## config.mk

```make
export PLATFORM = sky130hd
export DESIGN_NAME = json_string_escaper_utf8_check
export DESIGN_NICKNAME = d
export VERILOG_FILES = /design/src/rtl/jses_pkg.sv /design/src/rtl/json_string_escaper_utf8_check.sv /design/src/rtl/jses_front.sv /design/src/rtl/jses_fifo.sv /design/src/rtl/jses_back.sv
export SDC_FILE = /design/constraint.sdc
export NUM_CORES = 1
export LEC_CHECK = 0
export BUFFER_PORTS_ARGS = -buffer_cell sky130_fd_sc_hd__buf_4
export CAP_MARGIN = 10
export CORE_ASPECT_RATIO = 0.9
export CORE_MARGIN = 4
export CORE_UTILIZATION = 30
export CTS_CLUSTER_SIZE = 8
export DETAILED_ROUTE_END_ITERATION = 10
export MAX_ROUTING_LAYER = met4
export PLACE_DENSITY = 0.54
export SYNTH_ARGS = -nofsm -noshare
export SYNTH_HDL_FRONTEND = slang
export SYNTH_HIERARCHICAL = 1
export SYNTH_SLANG_ARGS = --single-unit
```

## constraint.sdc

```tcl
create_clock -name clk_i -period 8.1 [get_ports clk_i]
set_input_delay 1.62 -clock clk_i [delete_from_list [all_inputs] [get_ports clk_i]]
set_output_delay 1.62 -clock clk_i [all_outputs]
set_load 0.01 [all_outputs]
```

## src/rtl/jses_pkg.sv

```systemverilog
// Shared types, character codes and helper functions of the JSON string escaper.
// Used by jses_front, jses_fifo, jses_back and json_string_escaper_utf8_check.
// No dependencies.
`default_nettype none

package jses_pkg;

  localparam int unsigned QueueDepth = 4;

  // Character codes
  localparam logic [7:0] ChQuote  = 8'h22;
  localparam logic [7:0] ChBslash = 8'h5C;
  localparam logic [7:0] ChLowU   = 8'h75;
  localparam logic [7:0] ChLowF   = 8'h66;
  localparam logic [7:0] ChLowD   = 8'h64;
  localparam logic [7:0] ChLowB   = 8'h62;
  localparam logic [7:0] ChLowN   = 8'h6E;
  localparam logic [7:0] ChLowR   = 8'h72;
  localparam logic [7:0] ChLowT   = 8'h74;
  localparam logic [7:0] ChZero   = 8'h30;
  localparam logic [7:0] ChHexA   = 8'h57;  // 'a' less ten
  localparam logic [7:0] CtlBs    = 8'h08;
  localparam logic [7:0] CtlTab   = 8'h09;
  localparam logic [7:0] CtlLf    = 8'h0A;
  localparam logic [7:0] CtlFf    = 8'h0C;
  localparam logic [7:0] CtlCr    = 8'h0D;
  localparam logic [7:0] PrintMin = 8'h20;

  // Code point limits
  localparam logic [20:0] CpMax    = 21'h10FFFF;
  localparam logic [20:0] CpSurLo  = 21'h00D800;
  localparam logic [20:0] CpSurHi  = 21'h00DFFF;
  localparam logic [20:0] CpMin2   = 21'h000080;
  localparam logic [20:0] CpMin3   = 21'h000800;
  localparam logic [20:0] CpMin4   = 21'h010000;

  typedef enum logic [1:0] {
    TK_RAW,   // byte as it is
    TK_ESC,   // backslash, then byte
    TK_HEX,   // \u00 and two hex digits of byte
    TK_REPL   // \ufffd
  } tok_kind_e;

  typedef struct packed {
    tok_kind_e  kind;
    logic [7:0] chr;
    logic       last;
  } tok_t;

  typedef enum logic [2:0] {
    S_IDLE,
    S_FEED,
    S_FRESH,
    S_DRAIN_REPL,
    S_DRAIN_OK,
    S_CLOSE,
    S_END
  } front_state_e;

  typedef enum logic [1:0] {
    RET_FRESH,
    RET_AFTER,
    RET_CLOSE
  } ret_e;

  // Length of the sequence a lead byte opens, zero for a non-lead byte
  function automatic logic [2:0] seq_len(input logic [7:0] b);
    logic [2:0] n;
    if (b[7:5] == 3'b110) begin
      n = 3'd2;
    end else if (b[7:4] == 4'b1110) begin
      n = 3'd3;
    end else if (b[7:3] == 5'b11110) begin
      n = 3'd4;
    end else begin
      n = 3'd0;
    end
    return n;
  endfunction

  // Reject overlong forms, surrogates and values past the last code point
  function automatic logic seq_ok(input logic [7:0] h0, input logic [7:0] h1,
                                  input logic [7:0] h2, input logic [7:0] c,
                                  input logic [2:0] n);
    logic [20:0] cp;
    logic        ok;
    case (n)
      3'd2: begin
        cp = {10'd0, h0[4:0], c[5:0]};
        ok = (cp >= CpMin2);
      end
      3'd3: begin
        cp = {5'd0, h0[3:0], h1[5:0], c[5:0]};
        ok = (cp >= CpMin3) && !((cp >= CpSurLo) && (cp <= CpSurHi));
      end
      default: begin
        cp = {h0[2:0], h1[5:0], h2[5:0], c[5:0]};
        ok = (cp >= CpMin4) && (cp <= CpMax);
      end
    endcase
    return ok;
  endfunction

  // Classify a byte below 0x80 into its escape token
  function automatic tok_t esc_tok(input logic [7:0] c);
    tok_t t;
    t.last = 1'b0;
    t.kind = TK_ESC;
    t.chr  = c;
    if (c == ChQuote || c == ChBslash) begin
      t.kind = TK_ESC;
    end else if (c >= PrintMin) begin
      t.kind = TK_RAW;
    end else if (c == CtlBs) begin
      t.chr = ChLowB;
    end else if (c == CtlFf) begin
      t.chr = ChLowF;
    end else if (c == CtlLf) begin
      t.chr = ChLowN;
    end else if (c == CtlCr) begin
      t.chr = ChLowR;
    end else if (c == CtlTab) begin
      t.chr = ChLowT;
    end else begin
      t.kind = TK_HEX;
    end
    return t;
  endfunction

  function automatic logic [2:0] tok_len(input tok_kind_e k);
    logic [2:0] n;
    case (k)
      TK_RAW:  n = 3'd1;
      TK_ESC:  n = 3'd2;
      default: n = 3'd6;
    endcase
    return n;
  endfunction

  function automatic logic [7:0] hex_char(input logic [3:0] v);
    return (v < 4'd10) ? (ChZero + {4'd0, v}) : (ChHexA + {4'd0, v});
  endfunction

  // Byte number k of the text a token stands for
  function automatic logic [7:0] tok_byte(input tok_t t, input logic [2:0] k);
    logic [7:0] b;
    case (t.kind)
      TK_RAW: b = t.chr;
      TK_ESC: b = (k == 3'd0) ? ChBslash : t.chr;
      TK_HEX: begin
        case (k)
          3'd0:    b = ChBslash;
          3'd1:    b = ChLowU;
          3'd2:    b = ChZero;
          3'd3:    b = ChZero;
          3'd4:    b = hex_char(t.chr[7:4]);
          default: b = hex_char(t.chr[3:0]);
        endcase
      end
      default: begin
        case (k)
          3'd0:    b = ChBslash;
          3'd1:    b = ChLowU;
          3'd5:    b = ChLowD;
          default: b = ChLowF;
        endcase
      end
    endcase
    return b;
  endfunction

endpackage

`default_nettype wire

```

## src/rtl/json_string_escaper_utf8_check.sv

```systemverilog
// JSON string escaper with UTF-8 checking: input string bytes in, quoted and
// escaped JSON text out. Depends on jses_pkg, jses_front, jses_fifo, jses_back.
//
// Input channel s_axis_*: one beat per string byte. tuser[0] says the beat
// carries a byte (clear for an empty-string framing beat), tuser[1] opens the
// string with a quote, tlast flushes any held partial sequence and closes it.
// Output channel m_axis_*: one beat per byte of JSON text; tlast marks the
// final byte caused by one input beat. A beat that causes no text gives none.
// The front end takes a beat, issues the token of a plain byte and ends the
// beat, with a further step for the closing quote, for each replacement
// character of a rejected held sequence, for each byte of a completed
// multi-byte sequence, and for resending the byte after a broken one. The
// back end sends one byte a cycle while the output is not stalled: one byte
// of text for a plain byte, two for a short escape, six for a \u escape. The
// slower of the two sets the rate; the token queue between them lets each
// run on while the other waits.
// Reset clears the held sequence, the queue and the output stage. When the
// receiver holds tready low the last byte stays registered, the queue fills,
// and then s_axis_tready drops until space frees up.
`default_nettype none

module json_string_escaper_utf8_check #(
  parameter int unsigned QueueDepth = jses_pkg::QueueDepth
) (
  input  wire logic       clk_i,
  input  wire logic       rst_ni,
  input  wire logic       s_axis_tvalid_i,
  output logic            s_axis_tready_o,
  input  wire logic [7:0] s_axis_tdata_i,   // [7:0] in_byte
  input  wire logic [1:0] s_axis_tuser_i,   // [0] has_byte, [1] first_of_string
  input  wire logic       s_axis_tlast_i,   // last_of_string
  output logic            m_axis_tvalid_o,
  input  wire logic       m_axis_tready_i,
  output logic [7:0]      m_axis_tdata_o,   // [7:0] out_byte
  output logic            m_axis_tlast_o    // last_out
);

  logic           push;
  jses_pkg::tok_t push_data;
  logic           full;
  logic           pop;
  jses_pkg::tok_t head;
  logic           head_valid;

  jses_front u_front (
    .clk_i       (clk_i),
    .rst_ni      (rst_ni),
    .in_valid_i  (s_axis_tvalid_i),
    .in_ready_o  (s_axis_tready_o),
    .in_byte_i   (s_axis_tdata_i),
    .in_has_i    (s_axis_tuser_i[0]),
    .in_first_i  (s_axis_tuser_i[1]),
    .in_last_i   (s_axis_tlast_i),
    .push_o      (push),
    .push_data_o (push_data),
    .full_i      (full)
  );

  jses_fifo #(
    .Depth (QueueDepth)
  ) u_fifo (
    .clk_i       (clk_i),
    .rst_ni      (rst_ni),
    .push_i      (push),
    .push_data_i (push_data),
    .full_o      (full),
    .pop_i       (pop),
    .head_o      (head),
    .valid_o     (head_valid)
  );

  jses_back u_back (
    .clk_i        (clk_i),
    .rst_ni       (rst_ni),
    .head_i       (head),
    .head_valid_i (head_valid),
    .pop_o        (pop),
    .out_valid_o  (m_axis_tvalid_o),
    .out_ready_i  (m_axis_tready_i),
    .out_byte_o   (m_axis_tdata_o),
    .out_last_o   (m_axis_tlast_o)
  );

endmodule

`default_nettype wire

```

## src/rtl/jses_front.sv

```systemverilog
// Front end of the escaper: accepts string items, tracks held UTF-8 bytes and
// issues at most one escape token per cycle, stalling while the queue is full.
// Depends on jses_pkg.
`default_nettype none

module jses_front (
  input  wire logic           clk_i,
  input  wire logic           rst_ni,
  input  wire logic           in_valid_i,
  output logic                in_ready_o,
  input  wire logic [7:0]     in_byte_i,
  input  wire logic           in_has_i,
  input  wire logic           in_first_i,
  input  wire logic           in_last_i,
  output logic                push_o,
  output jses_pkg::tok_t      push_data_o,
  input  wire logic           full_i
);

  jses_pkg::front_state_e state_q, state_d;
  jses_pkg::ret_e         ret_q, ret_d;
  logic [7:0]             byte_q, byte_d;
  logic                   has_q, has_d;
  logic                   last_q, last_d;
  logic [7:0]             held_q [3];
  logic [1:0]             held_cnt_q, held_cnt_d;
  logic [2:0]             cnt_q, cnt_d;
  logic [1:0]             idx_q, idx_d;
  logic                   pend_valid_q;
  jses_pkg::tok_t         pend_q;

  logic                   held_we;
  logic [1:0]             held_wi;
  logic                   gen;
  jses_pkg::tok_t         gen_tok;
  logic                   can_take;
  logic                   adv;
  logic                   after_go;
  logic [1:0]             after_h;
  logic                   do_fresh;
  logic                   is_cont;
  logic [2:0]             lead_n;
  logic                   seq_done;
  logic                   seq_good;
  logic [7:0]             held_sel;
  jses_pkg::tok_t         quote_tok;
  jses_pkg::tok_t         repl_tok;

  assign can_take  = !pend_valid_q || !full_i;
  assign is_cont   = (byte_q[7:6] == 2'b10);
  assign lead_n    = (jses_pkg::seq_len(held_q[0]) == 3'd0) ? 3'd2
                                                            : jses_pkg::seq_len(held_q[0]);
  assign seq_done  = (held_cnt_q == 2'd3) || (({1'b0, held_cnt_q} + 3'd1) >= lead_n);
  assign seq_good  = jses_pkg::seq_ok(held_q[0], held_q[1], held_q[2], byte_q, lead_n);
  assign quote_tok = '{kind: jses_pkg::TK_RAW, chr: jses_pkg::ChQuote, last: 1'b0};
  assign repl_tok  = '{kind: jses_pkg::TK_REPL, chr: byte_q, last: 1'b0};

  always_comb begin
    case (idx_q)
      2'd0:    held_sel = held_q[0];
      2'd1:    held_sel = held_q[1];
      2'd2:    held_sel = held_q[2];
      default: held_sel = byte_q;
    endcase
    if (idx_q == held_cnt_q) begin
      held_sel = byte_q;
    end
  end

  always_comb begin
    state_d    = state_q;
    ret_d      = ret_q;
    byte_d     = byte_q;
    has_d      = has_q;
    last_d     = last_q;
    held_cnt_d = held_cnt_q;
    cnt_d      = cnt_q;
    idx_d      = idx_q;
    held_we    = 1'b0;
    held_wi    = 2'd0;
    gen        = 1'b0;
    gen_tok    = quote_tok;
    after_go   = 1'b0;
    after_h    = held_cnt_q;
    do_fresh   = 1'b0;
    in_ready_o = 1'b0;

    case (state_q)
      jses_pkg::S_IDLE: begin
        in_ready_o = can_take;
        if (in_valid_i && can_take) begin
          byte_d  = in_byte_i;
          has_d   = in_has_i;
          last_d  = in_last_i;
          state_d = jses_pkg::S_FEED;
          // opening quote drops whatever an unterminated string left held
          if (in_first_i) begin
            held_cnt_d = 2'd0;
            gen        = 1'b1;
          end
        end
      end
      jses_pkg::S_FEED: begin
        if (!has_q) begin
          after_go = 1'b1;
        end else if (held_cnt_q != 2'd0 && is_cont) begin
          if (seq_done) begin
            if (seq_good) begin
              state_d = jses_pkg::S_DRAIN_OK;
              idx_d   = 2'd0;
            end else begin
              state_d    = jses_pkg::S_DRAIN_REPL;
              cnt_d      = {1'b0, held_cnt_q} + 3'd1;
              ret_d      = jses_pkg::RET_AFTER;
              held_cnt_d = 2'd0;
            end
          end else begin
            held_we    = 1'b1;
            held_wi    = held_cnt_q;
            held_cnt_d = held_cnt_q + 2'd1;
            after_go   = 1'b1;
            after_h    = held_cnt_q + 2'd1;
          end
        end else if (held_cnt_q != 2'd0) begin
          // broken sequence: replace what is held, then treat the byte afresh
          state_d    = jses_pkg::S_DRAIN_REPL;
          cnt_d      = {1'b0, held_cnt_q};
          ret_d      = jses_pkg::RET_FRESH;
          held_cnt_d = 2'd0;
        end else begin
          do_fresh = 1'b1;
        end
      end
      jses_pkg::S_FRESH: begin
        do_fresh = 1'b1;
      end
      jses_pkg::S_DRAIN_REPL: begin
        gen     = 1'b1;
        gen_tok = repl_tok;
        cnt_d   = cnt_q - 3'd1;
        if (cnt_q == 3'd1) begin
          case (ret_q)
            jses_pkg::RET_FRESH: state_d = jses_pkg::S_FRESH;
            jses_pkg::RET_AFTER: begin
              after_go = 1'b1;
              after_h  = 2'd0;
            end
            default: state_d = jses_pkg::S_CLOSE;
          endcase
        end
      end
      jses_pkg::S_DRAIN_OK: begin
        gen     = 1'b1;
        gen_tok = '{kind: jses_pkg::TK_RAW, chr: held_sel, last: 1'b0};
        idx_d   = idx_q + 2'd1;
        if (idx_q == held_cnt_q) begin
          held_cnt_d = 2'd0;
          after_go   = 1'b1;
          after_h    = 2'd0;
        end
      end
      jses_pkg::S_CLOSE: begin
        gen     = 1'b1;
        state_d = jses_pkg::S_END;
      end
      jses_pkg::S_END: begin
        state_d = jses_pkg::S_IDLE;
      end
      default: begin
        state_d = jses_pkg::S_IDLE;
      end
    endcase

    if (do_fresh) begin
      if (!byte_q[7]) begin
        gen      = 1'b1;
        gen_tok  = jses_pkg::esc_tok(byte_q);
        after_go = 1'b1;
        after_h  = 2'd0;
      end else if (jses_pkg::seq_len(byte_q) == 3'd0) begin
        gen      = 1'b1;
        gen_tok  = repl_tok;
        after_go = 1'b1;
        after_h  = 2'd0;
      end else begin
        held_we    = 1'b1;
        held_wi    = 2'd0;
        held_cnt_d = 2'd1;
        after_go   = 1'b1;
        after_h    = 2'd1;
      end
    end

    // end of the byte's work: flush a truncated sequence and close if last
    if (after_go) begin
      if (last_q && after_h != 2'd0) begin
        state_d    = jses_pkg::S_DRAIN_REPL;
        cnt_d      = {1'b0, after_h};
        ret_d      = jses_pkg::RET_CLOSE;
        held_cnt_d = 2'd0;
      end else if (last_q) begin
        state_d = jses_pkg::S_CLOSE;
      end else begin
        state_d = jses_pkg::S_END;
      end
    end
  end

  // hold the newest token back one step so the last of an item can be marked
  assign adv    = (state_q == jses_pkg::S_END) ? can_take : (!gen || can_take);
  assign push_o = adv && pend_valid_q && (gen || state_q == jses_pkg::S_END);

  always_comb begin
    push_data_o      = pend_q;
    push_data_o.last = (state_q == jses_pkg::S_END);
  end

  always_ff @(posedge clk_i or negedge rst_ni) begin
    if (!rst_ni) begin
      state_q      <= jses_pkg::S_IDLE;
      ret_q        <= jses_pkg::RET_FRESH;
      held_cnt_q   <= 2'd0;
      cnt_q        <= 3'd0;
      idx_q        <= 2'd0;
      pend_valid_q <= 1'b0;
    end else if (adv) begin
      state_q    <= state_d;
      ret_q      <= ret_d;
      held_cnt_q <= held_cnt_d;
      cnt_q      <= cnt_d;
      idx_q      <= idx_d;
      if (gen) begin
        pend_valid_q <= 1'b1;
      end else if (state_q == jses_pkg::S_END) begin
        pend_valid_q <= 1'b0;
      end
    end
  end

  always_ff @(posedge clk_i or negedge rst_ni) begin
    if (!rst_ni) begin
      held_q[0] <= 8'd0;
      held_q[1] <= 8'd0;
      held_q[2] <= 8'd0;
    end else if (adv && held_we) begin
      held_q[held_wi] <= byte_q;
    end
  end

  always_ff @(posedge clk_i) begin
    if (adv) begin
      byte_q <= byte_d;
      has_q  <= has_d;
      last_q <= last_d;
      if (gen) begin
        pend_q <= gen_tok;
      end
    end
  end

`ifndef ASSERT_OFF
  a_idle_no_pend: assert property (@(posedge clk_i) disable iff (!rst_ni)
    state_q == jses_pkg::S_IDLE |-> !pend_valid_q)
    else $error("token left pending while idle");
  a_held_is_lead: assert property (@(posedge clk_i) disable iff (!rst_ni)
    held_cnt_q != 2'd0 |-> held_q[0][7:6] == 2'b11)
    else $error("held sequence does not start with a lead byte");
  a_drain_count: assert property (@(posedge clk_i) disable iff (!rst_ni)
    state_q == jses_pkg::S_DRAIN_REPL |-> cnt_q != 3'd0)
    else $error("replacement drain with zero count");
`endif

endmodule

`default_nettype wire

```

## src/rtl/jses_fifo.sv

```systemverilog
// Short token queue between the front and back ends of the escaper.
// Depends on jses_pkg for the token type.
`default_nettype none

module jses_fifo #(
  parameter int unsigned Depth = jses_pkg::QueueDepth
) (
  input  wire logic            clk_i,
  input  wire logic            rst_ni,
  input  wire logic            push_i,
  input  wire jses_pkg::tok_t  push_data_i,
  output logic                 full_o,
  input  wire logic            pop_i,
  output jses_pkg::tok_t       head_o,
  output logic                 valid_o
);

  localparam int unsigned PtrW = $clog2(Depth);
  localparam int unsigned CntW = $clog2(Depth + 1);

  jses_pkg::tok_t  mem_q [Depth];
  logic [PtrW-1:0] wptr_q, rptr_q;
  logic [CntW-1:0] cnt_q;

  assign full_o  = (cnt_q == CntW'(Depth));
  assign valid_o = (cnt_q != '0);
  assign head_o  = mem_q[rptr_q];

  always_ff @(posedge clk_i or negedge rst_ni) begin
    if (!rst_ni) begin
      wptr_q <= '0;
      rptr_q <= '0;
      cnt_q  <= '0;
    end else begin
      if (push_i) begin
        wptr_q <= (wptr_q == PtrW'(Depth - 1)) ? '0 : wptr_q + PtrW'(1);
      end
      if (pop_i) begin
        rptr_q <= (rptr_q == PtrW'(Depth - 1)) ? '0 : rptr_q + PtrW'(1);
      end
      if (push_i && !pop_i) begin
        cnt_q <= cnt_q + CntW'(1);
      end else if (pop_i && !push_i) begin
        cnt_q <= cnt_q - CntW'(1);
      end
    end
  end

  always_ff @(posedge clk_i) begin
    if (push_i) begin
      mem_q[wptr_q] <= push_data_i;
    end
  end

`ifndef ASSERT_OFF
  a_no_overrun: assert property (@(posedge clk_i) disable iff (!rst_ni)
    cnt_q <= CntW'(Depth))
    else $error("token queue count past depth");
  a_no_underrun: assert property (@(posedge clk_i) disable iff (!rst_ni)
    pop_i |-> cnt_q != '0)
    else $error("token queue popped while empty");
`endif

endmodule

`default_nettype wire

```

## src/rtl/jses_back.sv

```systemverilog
// Back end of the escaper: expands queued tokens into bytes, one a cycle
// unless stalled, through a registered output stage. Depends on jses_pkg.
`default_nettype none

module jses_back (
  input  wire logic            clk_i,
  input  wire logic            rst_ni,
  input  wire jses_pkg::tok_t  head_i,
  input  wire logic            head_valid_i,
  output logic                 pop_o,
  output logic                 out_valid_o,
  input  wire logic            out_ready_i,
  output logic [7:0]           out_byte_o,
  output logic                 out_last_o
);

  logic [2:0] k_q;
  logic [2:0] len;
  logic       at_end;
  logic       load;
  logic       out_valid_q;
  logic [7:0] out_byte_q;
  logic       out_last_q;

  assign len    = jses_pkg::tok_len(head_i.kind);
  assign at_end = (k_q == len - 3'd1);
  assign load   = head_valid_i && (!out_valid_q || out_ready_i);
  assign pop_o  = load && at_end;

  always_ff @(posedge clk_i or negedge rst_ni) begin
    if (!rst_ni) begin
      k_q         <= 3'd0;
      out_valid_q <= 1'b0;
    end else begin
      if (load) begin
        out_valid_q <= 1'b1;
        k_q         <= at_end ? 3'd0 : k_q + 3'd1;
      end else if (out_ready_i) begin
        out_valid_q <= 1'b0;
      end
    end
  end

  always_ff @(posedge clk_i) begin
    if (load) begin
      out_byte_q <= jses_pkg::tok_byte(head_i, k_q);
      out_last_q <= head_i.last && at_end;
    end
  end

  assign out_valid_o = out_valid_q;
  assign out_byte_o  = out_byte_q;
  assign out_last_o  = out_last_q;

`ifndef ASSERT_OFF
  a_k_in_token: assert property (@(posedge clk_i) disable iff (!rst_ni)
    head_valid_i |-> k_q < len)
    else $error("byte counter beyond token length");
  a_k_holds_head: assert property (@(posedge clk_i) disable iff (!rst_ni)
    k_q != 3'd0 |-> head_valid_i)
    else $error("token left queue part way through expansion");
`endif

endmodule

`default_nettype wire

```

==> impl_results.md <==
- Clock Skews: 0.00934 ns
- Final HPWL DP: 11,000 um
- Clock Pin Slew Worst Setup and Hold Paths: 0.05 ns
- # diodes: 0
- Cell Pwr Density: 452 nW/um^2
- Skew-Pair Late Insertion Delay: 0.43 ns
- Post-CTS setup buffers: 0
- Worst-Margin Slew: 0.949 ns
- DP Worst Slack: 3.85 ns
- GRT Total Usage: 13.8%
- Placed standard-cell area: 7080 sq um
- Area Growth Syn to Fin: 14.3%
- Asr flop ratio synth: 39.7%
- Commonest cells in the netlist: edfxtp_1, dfrtp_1, nand2_1
- Proportion of layout cells with a drive suffix above 1: 17.3%
- Cell variety after synth: 82
- DRC violations left: 0
- Setup TNS: 0 ns
- Period utilization: 48.7%
- Avg Cell Area, Syn: 11.4 sq um
- Count leader, synth: edfxtp_1
- Fmax: 254 MHz
- # setup viols final: 0
- DRT antenna net count: 0
- DIE AREA: 24,600 sq um
- Drt pass-1 iters: 5
- Reg2Reg Depth: 13
- Final hold vios: 0
- Worst vdd ir: 151 uV
- H-tree Lvls: 4
- Die X: 165 um
- Synth area leaders: edfxtp_1, dfrtp_1, ha_1
- IO Pins: 26
- Synth top area share: 32.9%
- Core ar.: 21,800 sq um
- Cells resized by post-CTS repair: 0
- Initial antenna violation count: 0
- Max clock buf depth: 2
- Row cnt: 51
- Port Buffers: 25
- Critical Path End Type: flip-flop
- Unrepaired setup endpoints after global routing: false
- Post-synth EDFFs: 73
- Die H: 149 um
- GRT Residual Overflow: 0
- Initial DRC Count: 428
- Kind of critical path: reg -> reg
- Setup crit start kind: flip-flop
- Pleak: 2.93 nW
- Synthesized instance count: 584
- Largest net degree at the start of global routing: 49
- Routed WL: 15,900 um
- Hold Path Stages: 1
- Final min period: 3.94 ns
- First-pass GRT wire length: 26,100 um
- Clock root cell: clkbuf_16
- Synth Register Bits: 121
- Vias/cell: 5.45
- Max Cap Viol: 0
- Ys Warns: 6
- Max_slew headroom: 36.6%
- Status: finished clean
- Min-Delay Path Class: reg -> reg
- Cell accounting for the most synthesized area: edfxtp_1
- Starting Density: 30.6%
- Mapped cell area: 6660 sq um
- CTS buffer count: 17
- Tot Pwr: 3.44 mW
- Vias in the first global route: 5,001
- Drt wl/cell: 17.6 um
- CTS tree: built
- Worst Path Required: 8.44 ns
- Slew Limit Fails: 0
- Sequential area share after synthesis: 51.0%
- Mapped Nets: 627
- CP arrival: 4.28 ns
- CP Max Fanout: 9
- Min setup slack post-route: 4.16 ns
- Final Cell Area: 7610 sq um
- Vias: 4,924
- Prevailing post-synth register cell: edfxtp_1
- Final GP Congestion: 0.881
- Hold-fix buffer count after cts: 0
- TritonCTS Sinks: 121
- Final #Nets: 643
[worst max-delay path: stages (launching register included)]
cell,delay [ns]
dfrtp_1,0.52
inv_1,0.29
ha_1,0.24
nand4b_1,0.18
a21o_1,0.33
o221ai_2,0.27
nor2_1,0.10
nor3b_1,0.73
ha_1,0.32
inv_1,0.06
fa_1,0.37
xor2_1,0.15
nor2_1,0.11
xor2_1,0.17
[metal layers]
layer / vias to the layer above / wire length [um] / share of wire (%) / track usage, %
met1: 2440 / 7080 / 45 / 17.4
met4: 0 / 369 / 2.3 / 5.53
li1: 2254 / - / - / -
met3: 31 / 961 / 6.0 / 3.09
met5: - / 0 / 0 / -
met2: 199 / 7500 / 47 / 21.7
[where the power goes]
group / internal (mW) / leakage (nW) / switching [mW]
clock network: 0.418 / 0.264 / 0.282
logic: 0.609 / 1.38 / 0.910
registers: 0.981 / 1.29 / 0.243
total: 2.01 / 2.93 / 1.43
[cells by family after synthesis]
logic type / synth area share [%]
AO/OA/AOI/OAI: 17.2
XOR/XNOR: 0.921
adder cells (fa/ha/maj): 5.37
buffers and inverters: 3.98
flip-flops: 51.0
multiplexers: 8.36
AND/OR/NAND/NOR: 13.2
[flip-flops by register name (all words and copies together), names as in the netlist, 3 cells and up]
register,count
u_back/out_byte_o,8
u_front/cnt_q,3
u_fifo/cnt_q,3
u_front/byte_q,8
u_back/k_q,3
u_fifo/mem_q,44
u_front/state_q,3
u_front/push_data_o,10
u_front/held_q,24
[layout make-up]
type	count	area, sq um
fillers	2134	14100
flip-flops and latches	121	3390
multi-input cells	401	3000
clock buffers	19	433
well taps	291	364
repair buffers	26	195
inverters	33	124
clock inverters	13	104
[metrics by stage]
stage               util, %  hold slack, ns  instances
floorplan                 -           0.439        584
detailed placement     32.5           0.460        872
global route           35.0           0.489        904
finish                 35.0           0.473        904
CTS                    35.0           0.472        904
global placement       32.5           0.460        872
[final timing paths]
check / endpoint / slack [ns] / from
worst max-delay path: u_fifo/cnt_q[2] / 4.16 / u_front/held_cnt_q[1]
worst min-delay path: u_front/held_q[7] / 0.47 / u_front/held_q[7]
worst max register to register: u_fifo/cnt_q[2] / 4.16 / u_front/held_cnt_q[1]
worst min register to register: u_front/held_q[7] / 0.47 / u_front/held_q[7]
max in group asynchronous: u_front/held_q[19] / 6.41 / rst_ni
min in group asynchronous: u_front/state_q[2] / 1.23 / rst_ni
[layout by cell type (no fill, tap or decap), types with 9 or more instances in the layout]
cell type	instances
a21oi_1	31
buf_4	26
and2_1	9
clkbuf_16	17
a31oi_1	13
dfrtp_1	48
inv_1	31
mux2_2	22
a211oi_1	9
nand2_1	41
edfxtp_1	73
o21ai_0	32
nand3_1	14
ha_1	27
nor2_1	39
Note: power is estimated with default switching activity, not from simulation.
